[config.mk]
export PLATFORM = sky130hd
export DESIGN_NAME = byte_string_hash_32_top_flat
export DESIGN_NICKNAME = d
export VERILOG_FILES = /design/src/hdl/bsh32_pkg.sv /design/src/hdl/bsh32_if.sv /design/src/hdl/byte_string_hash_32_top.sv /design/src/hdl/bsh32_mul.sv /design/src/flat_wrapper.sv
export SDC_FILE = /design/constraint.sdc
export NUM_CORES = 1
export LEC_CHECK = 0
export BUFFER_PORTS_ARGS = -buffer_cell sky130_fd_sc_hd__buf_2
export CAP_MARGIN = 10
export CORE_ASPECT_RATIO = 0.9
export CORE_MARGIN = 2
export CORE_UTILIZATION = 65
export DETAILED_ROUTE_END_ITERATION = 8
export PLACE_DENSITY = 0.82
export SYNTH_ARGS = -nofsm -noshare
export SYNTH_HDL_FRONTEND = slang
export SYNTH_SLANG_ARGS = --single-unit
export TNS_END_PERCENT = 1
[constraint.sdc]
create_clock -name i_clk -period 21.4 [get_ports i_clk]
set_input_delay 3.21 -clock i_clk [delete_from_list [all_inputs] [get_ports i_clk]]
set_output_delay 3.21 -clock i_clk [all_outputs]
set_load 0.02 [all_outputs]
[src/hdl/bsh32_pkg.sv]
// Shared types and constants for the byte-serial 32-bit string hash.
// This package has no dependencies. All other files in hdl/ use it.
package bsh32_pkg;

    typedef logic [31:0] t_word;
    typedef logic [7:0]  t_byte;

    // Seeds for the running words
    localparam t_word SEED_FIRST  = 32'hdeadbeef;
    localparam t_word SEED_SECOND = 32'h41c6ce57;

    // Per-byte multipliers
    localparam t_word MUL_FIRST  = 32'd2654435761;
    localparam t_word MUL_SECOND = 32'd1597334677;

    // Finalisation multipliers
    localparam t_word FIN_FIRST  = 32'd2246822507;
    localparam t_word FIN_SECOND = 32'd3266489909;

    // Fold shifts used at finalisation
    localparam int FOLD_FIRST  = 16;
    localparam int FOLD_SECOND = 13;

    // Control for the shared multiplier
    typedef struct packed {
        logic  en;
        t_word op_a;
        t_word op_b;
    } t_mul_req;

endpackage

[src/hdl/bsh32_if.sv]
// Valid/ready channel interfaces for the string hash: byte input and hash output.
// Depends on bsh32_pkg for the payload types.
interface bsh32_in_if;
    logic               valid;
    logic               ready;
    bsh32_pkg::t_byte   data_byte;
    logic               last_byte;
    logic               empty_end;

    modport source (output valid, output data_byte, output last_byte, output empty_end,
                    input ready);
    modport sink   (input valid, input data_byte, input last_byte, input empty_end,
                    output ready);
endinterface

interface bsh32_out_if;
    logic               valid;
    logic               ready;
    bsh32_pkg::t_word   hash_value;

    modport source (output valid, output hash_value, input ready);
    modport sink   (input valid, input hash_value, output ready);
endinterface

[src/hdl/byte_string_hash_32_top.sv]
// Byte-serial 32-bit string hash: sequencer around one shared multiplier.
// A plain byte is accepted, takes two multiplier passes and a write-back; a final byte
// takes both passes, two finalisation passes and emit; an empty end goes to finalisation.
// The hash then sits in the output register; emit waits on a full output.
// Synchronous active-low reset returns both words to their seeds and drops out valid.
// Depends on bsh32_pkg, bsh32_if and bsh32_mul.
module byte_string_hash_32_top (
    input  logic        i_clk,
    input  logic        i_rst_n,
    bsh32_in_if.sink    i_in,
    bsh32_out_if.source o_out
);

    typedef enum logic [2:0] {
        S_IDLE,
        S_ABS1,
        S_ABS2,
        S_ABSW,
        S_FIN1,
        S_FIN2,
        S_EMIT
    } t_state;

    t_state              r_state;
    bsh32_pkg::t_word    r_first;
    bsh32_pkg::t_word    r_second;
    bsh32_pkg::t_word    r_part;
    bsh32_pkg::t_word    r_hash;
    bsh32_pkg::t_byte    r_byte;
    logic                r_last;
    logic                r_absorb;
    logic                r_out_valid;

    bsh32_pkg::t_mul_req w_req;
    bsh32_pkg::t_word    w_prod;
    bsh32_pkg::t_word    w_byte_ext;
    logic                w_accept;
    logic                w_out_free;

    assign w_byte_ext = {24'd0, r_byte};
    assign w_accept   = i_in.valid && (r_state == S_IDLE);
    assign w_out_free = !r_out_valid || o_out.ready;

    // Operand selection for the shared multiplier
    always_comb begin
        w_req = '0;
        unique case (r_state)
            S_ABS1: begin
                w_req.en   = 1'b1;
                w_req.op_a = r_first ^ w_byte_ext;
                w_req.op_b = bsh32_pkg::MUL_FIRST;
            end
            S_ABS2: begin
                w_req.en   = 1'b1;
                w_req.op_a = r_second ^ w_byte_ext;
                w_req.op_b = bsh32_pkg::MUL_SECOND;
            end
            S_FIN1: begin
                w_req.en   = 1'b1;
                w_req.op_a = r_first ^ (r_first >> bsh32_pkg::FOLD_FIRST);
                w_req.op_b = bsh32_pkg::FIN_FIRST;
            end
            S_FIN2: begin
                w_req.en   = 1'b1;
                w_req.op_a = r_second ^ (r_second >> bsh32_pkg::FOLD_SECOND);
                w_req.op_b = bsh32_pkg::FIN_SECOND;
            end
            default: begin
                w_req = '0;
            end
        endcase
    end

    bsh32_mul u_mul (
        .i_clk  (i_clk),
        .i_req  (w_req),
        .o_prod (w_prod)
    );

    // Sequencer, running words and output register
    always_ff @(posedge i_clk) begin
        if (!i_rst_n) begin
            r_state     <= S_IDLE;
            r_first     <= bsh32_pkg::SEED_FIRST;
            r_second    <= bsh32_pkg::SEED_SECOND;
            r_out_valid <= 1'b0;
            r_absorb    <= 1'b0;
        end else begin
            // new hash loads the output; otherwise a taken hash clears it
            if (r_state == S_EMIT && w_out_free) begin
                r_out_valid <= 1'b1;
            end else if (o_out.ready) begin
                r_out_valid <= 1'b0;
            end
            unique case (r_state)
                S_IDLE: begin
                    if (w_accept) begin
                        r_byte   <= i_in.data_byte;
                        r_last   <= i_in.last_byte;
                        r_absorb <= !i_in.empty_end;
                        r_state  <= i_in.empty_end ? S_FIN1 : S_ABS1;
                    end
                end
                S_ABS1: begin
                    r_state <= S_ABS2;
                end
                S_ABS2: begin
                    r_first <= w_prod;
                    r_state <= r_last ? S_FIN1 : S_ABSW;
                end
                S_ABSW: begin
                    r_second <= w_prod;
                    r_state  <= S_IDLE;
                end
                S_FIN1: begin
                    // second word product from the final byte lands here
                    if (r_absorb) begin
                        r_second <= w_prod;
                    end
                    r_state <= S_FIN2;
                end
                S_FIN2: begin
                    r_part  <= w_prod;
                    r_state <= S_EMIT;
                end
                S_EMIT: begin
                    if (w_out_free) begin
                        r_hash      <= r_part ^ w_prod;
                        r_first     <= bsh32_pkg::SEED_FIRST;
                        r_second    <= bsh32_pkg::SEED_SECOND;
                        r_state     <= S_IDLE;
                    end
                end
                default: begin
                    r_state <= S_IDLE;
                end
            endcase
        end
    end

    assign i_in.ready       = (r_state == S_IDLE);
    assign o_out.valid      = r_out_valid;
    assign o_out.hash_value = r_hash;

    // A transaction occupies the sequencer: no back-to-back accept
    a_busy_after_accept: assert property (@(posedge i_clk) disable iff (!i_rst_n)
        (i_in.valid && i_in.ready) |=> !i_in.ready)
        else $error("input accepted while sequencer busy");

    // A new hash only ever comes from the emit step
    a_valid_from_emit: assert property (@(posedge i_clk) disable iff (!i_rst_n)
        (!$past(r_out_valid) && r_out_valid) |-> ($past(r_state) == S_EMIT))
        else $error("output valid raised outside emit");

    // Words are back at their seeds once a hash is emitted
    a_reseed: assert property (@(posedge i_clk) disable iff (!i_rst_n)
        (r_state == S_EMIT && w_out_free) |=>
        (r_first == bsh32_pkg::SEED_FIRST && r_second == bsh32_pkg::SEED_SECOND))
        else $error("running words not reseeded after emit");

endmodule

[src/hdl/bsh32_mul.sv]
// Shared 32x32 multiplier, low 32 bits of the product, registered output.
// Depends on bsh32_pkg for t_word and t_mul_req.
module bsh32_mul (
    input  logic                i_clk,
    input  bsh32_pkg::t_mul_req i_req,
    output bsh32_pkg::t_word    o_prod
);

    bsh32_pkg::t_word r_prod;
    bsh32_pkg::t_word n_prod;

    // Product modulo 2^32
    always_comb begin
        n_prod = bsh32_pkg::t_word'(i_req.op_a * i_req.op_b);
    end

    // Holds its value when not enabled
    always_ff @(posedge i_clk) begin
        if (i_req.en) begin
            r_prod <= n_prod;
        end
    end

    assign o_prod = r_prod;

endmodule

[src/flat_wrapper.sv]
// flat-port wrapper written by rule: the top's interface ports become plain ports
module byte_string_hash_32_top_flat 
  (i_clk, i_rst_n, i_in_valid, i_in_data_byte, i_in_last_byte, i_in_empty_end, i_in_ready, o_out_valid, o_out_hash_value, o_out_ready);
  bsh32_in_if i_in_i ();
  bsh32_out_if o_out_i ();
  input  logic i_clk;
  input  logic i_rst_n;
  input wire logic [$bits(i_in_i.valid)-1:0] i_in_valid;
  input wire logic [$bits(i_in_i.data_byte)-1:0] i_in_data_byte;
  input wire logic [$bits(i_in_i.last_byte)-1:0] i_in_last_byte;
  input wire logic [$bits(i_in_i.empty_end)-1:0] i_in_empty_end;
  output wire logic [$bits(i_in_i.ready)-1:0] i_in_ready;
  output wire logic [$bits(o_out_i.valid)-1:0] o_out_valid;
  output wire logic [$bits(o_out_i.hash_value)-1:0] o_out_hash_value;
  input wire logic [$bits(o_out_i.ready)-1:0] o_out_ready;
  assign i_in_i.valid = i_in_valid;
  assign i_in_i.data_byte = i_in_data_byte;
  assign i_in_i.last_byte = i_in_last_byte;
  assign i_in_i.empty_end = i_in_empty_end;
  assign i_in_ready = i_in_i.ready;
  assign o_out_valid = o_out_i.valid;
  assign o_out_hash_value = o_out_i.hash_value;
  assign o_out_i.ready = o_out_ready;
  byte_string_hash_32_top u_core (.i_clk(i_clk), .i_rst_n(i_rst_n), .i_in(i_in_i), .o_out(o_out_i));
endmodule
==> qor.txt <==
CP max-delay cell = dfxtp_1
Critical Path Fanout Max = 28
Worst reg2reg path depth = 28
HP Class = flop to flop
Average instance area after synthesis = 9.98 µm²
Top_reg_cell synth = edfxtp_1
Tmin final = 10,480 ps
Setup TNS = 0 ps
WS Path Type = flop to flop
PortBufs = 47
Row count = 63
Worst path top cell family by delay = adder cells
Cell area after placement = 22,300 µm²
DR vias/cell = 6.25
Worst setup SP type = flop
Seq/Total Area, Yosys = 0.209
Antenna Nets Post-Route = 0
Skew-Pair Late Insertion Delay = 480 ps
Dpl hpwl = 63,500 µm
First-pass GRT wire length = 111,000 µm
Grt ovf = 0
CTS tree = yes
Area Overhead vs Synth = 6.35%
Setup WS pre-CTS = 11,300 ps
Status = finished clean
Fmax = 0.0955 GHz
Worst-path clk slew = 70 ps
Post-synth EDFFs = 105
Die Y = 177 µm
TritonCTS buffer count = 25
Number of global-route vias before repair = 17,100
# Post-CTS Setup Buffers = 0
GRT Util Overall = 0.454
CTS root buffer = clkbuf_16
Hold path cells = 2
Mapped Cells = 2,172
Routed WL per cell = 28.8 µm
Hold Buf Count CTS = 0
DRT iter0 DRCs = 1,984
First-pass DRT Iterations = 6
Gates resized, CTS repair = 0
RSZ-0062 raised after global routing = no
Crit path buf inv count = 5
Period utilisation layout = 0.490
Clock sinks = 174
Worst setup margin = 10,920 ps
Final Cell Area = 23,000 µm²
Total wire length = 75,600 µm
Final Hold Fails = 0
Nets@finish = 2,745
# setup viols final = 0
Antenna violations before repair = 1
Clock skew = 26.0 ps
Slowest Stage Delay on Critical Path = 1010 ps
GP Congestion = 1.09
DR DRC count = 0
Synth Cell Area = 21,700 µm²
FFs w/ async S/R, synth = 0
Share of cells above drive strength 1 = 0.0620
Slew Limit Fails = 0
# Max-Cap Violations = 0
Worst Path Required = 21,630 ps
Core area = 32,900 µm²
Fillers = 2,533
FF+latch count, synth = 174
Total stage count of the critical path = 28
Relative slew slack = 0.141
Netlist cell types = 82
Clk buf depth = 3
Crit end category = flop
Largest net degree at the start of global routing = 50
Vias = 16,400
H-tree depth = 4
Fin util = 0.701
Die area = 34,800 µm²
Synth Warn # = 0
Initial core utilization = 0.659
# IOs = 48
Syn Nets = 2,715
Worst path arrival time = 10,710 ps
Diodes inserted = 0
Worst-Margin Slew = 1290 ps
Most numerous cell on the critical path = fa_1
Width of the chip = 196 µm
path summary, 6_finish.rpt:
| kind | start | end | slack [ps] |
|---|---|---|---|
| hold reg to reg | u_core.r_second[3] | u_core.r_second[3] | 520 |
| hold / removal | u_core.r_second[3] | u_core.r_second[3] | 520 |
| setup / recovery | u_core.r_state[0] | u_core.u_mul.o_prod[31] | 10920 |
| setup reg to reg | u_core.r_state[0] | u_core.u_mul.o_prod[31] | 10920 |
cell usage after synthesis (all sizes together) (5+ instances only):
cell | count | area (µm²)
a211oi | 9 | 72.6
a21o | 17 | 128
a21oi | 75 | 375
a221o | 6 | 60.1
a22oi | 19 | 143
a31oi | 6 | 43.8
and2 | 35 | 221
buf | 23 | 126
clkbuf | 40 | 150
dfxtp | 69 | 1380
edfxtp | 105 | 3150
fa | 403 | 8070
ha | 126 | 1580
inv | 555 | 2080
nand2 | 171 | 647
nand2b | 14 | 90.1
nand3 | 37 | 185
nor2 | 119 | 462
nor2b | 12 | 75.1
nor3 | 26 | 145
nor3b | 5 | 52.6
o21a | 9 | 67.6
o21ai | 56 | 284
o221ai | 5 | 43.8
o22ai | 14 | 114
o32ai | 5 | 43.8
xnor2 | 85 | 752
xor2 | 61 | 534
cells in the final DEF, fill, tap and decap left out, drive strengths merged, types with 5 or more instances in the layout:
cell,Yosys,final
buf,23,66
o32ai,5,5
nor2,119,119
dfxtp,69,69
o221ai,5,5
fa,403,403
a211oi,9,9
nand3,37,37
edfxtp,105,105
a221o,6,6
o22ai,14,14
o21a,9,9
xnor2,85,85
nor3b,5,5
nor3,26,26
nand2,171,171
a21o,17,17
clkbuf,40,28
nand2b,14,14
o21ai,56,56
ha,126,126
nor2b,12,12
and2,35,35
a21oi,75,75
inv,555,555
clkinv,2,5
a31oi,6,6
a22oi,19,19
xor2,61,61
layer usage:
layer / vias up / part of all wire / track usage
li1: 6711 / - / -
met1: 8158 / 0.36 / 0.589
met2: 1209 / 0.44 / 0.698
met3: 356 / 0.12 / 0.118
met4: 0 / 0.079 / 0.266
met5: - / 0 / 0
area by class of cell:
cell class / count / area [µm²] / area share
Sequential cell: 174 / 4530 / 0.197
Inverter: 557 / 2090 / 0.0908
Clock buffer: 28 / 658 / 0.0286
Multi-Input combinational cell: 1378 / 14800 / 0.641
Tap cell: 422 / 528 / 0.0229
Timing Repair Buffer: 66 / 378 / 0.0164
Clock inverter: 5 / 71.3 / 0.00309
cells by family (layout without fill, tap and decap cells):
logic type      count (synthesis)  in the layout  synth area share
buf+inv                       620            656             0.109
fa+ha+maj                     529            529             0.445
simple gates                  442            442            0.0952
compound gates                255            255            0.0777
flops                         174            174             0.209
xor+xnor                      148            148            0.0614
mux                             4              4           0.00202
sequential cells by signal, summed over array words and instances, names as in the netlist:
| name | count |
|---|---|
| u_core.r_second | 32 |
| u_core.o_out.valid | 1 |
| u_core.o_out.hash_value | 32 |
| u_core.r_part | 32 |
| u_core.r_first | 32 |
| u_core.r_byte | 8 |
| u_core.r_state | 3 |
| u_core.r_last | 1 |
| u_core.u_mul.o_prod | 32 |
| u_core.r_absorb | 1 |
metrics by stage:
stage | hold WS, ps | std cells
floorplan | 455 | 2172
global placement | 485 | 2597
detailed placement | 500 | 2597
CTS | 516 | 2630
global route | 538 | 2630
finish | 525 | 2630
worst reg2reg max path, delay by kind of cell (launching register included):
family	cells	cell delay [ps]
xor gates and xnor gates	1	60
AOI/OAI and AO/OA	7	2210
DFF	1	1010
adders and majority gates	9	4100
buffers and inverters	5	580
and+or+nand+nor	6	2300
Power is not shown: default switching activity piles up to over one toggle a cycle in this logic, so the estimate is an artifact.
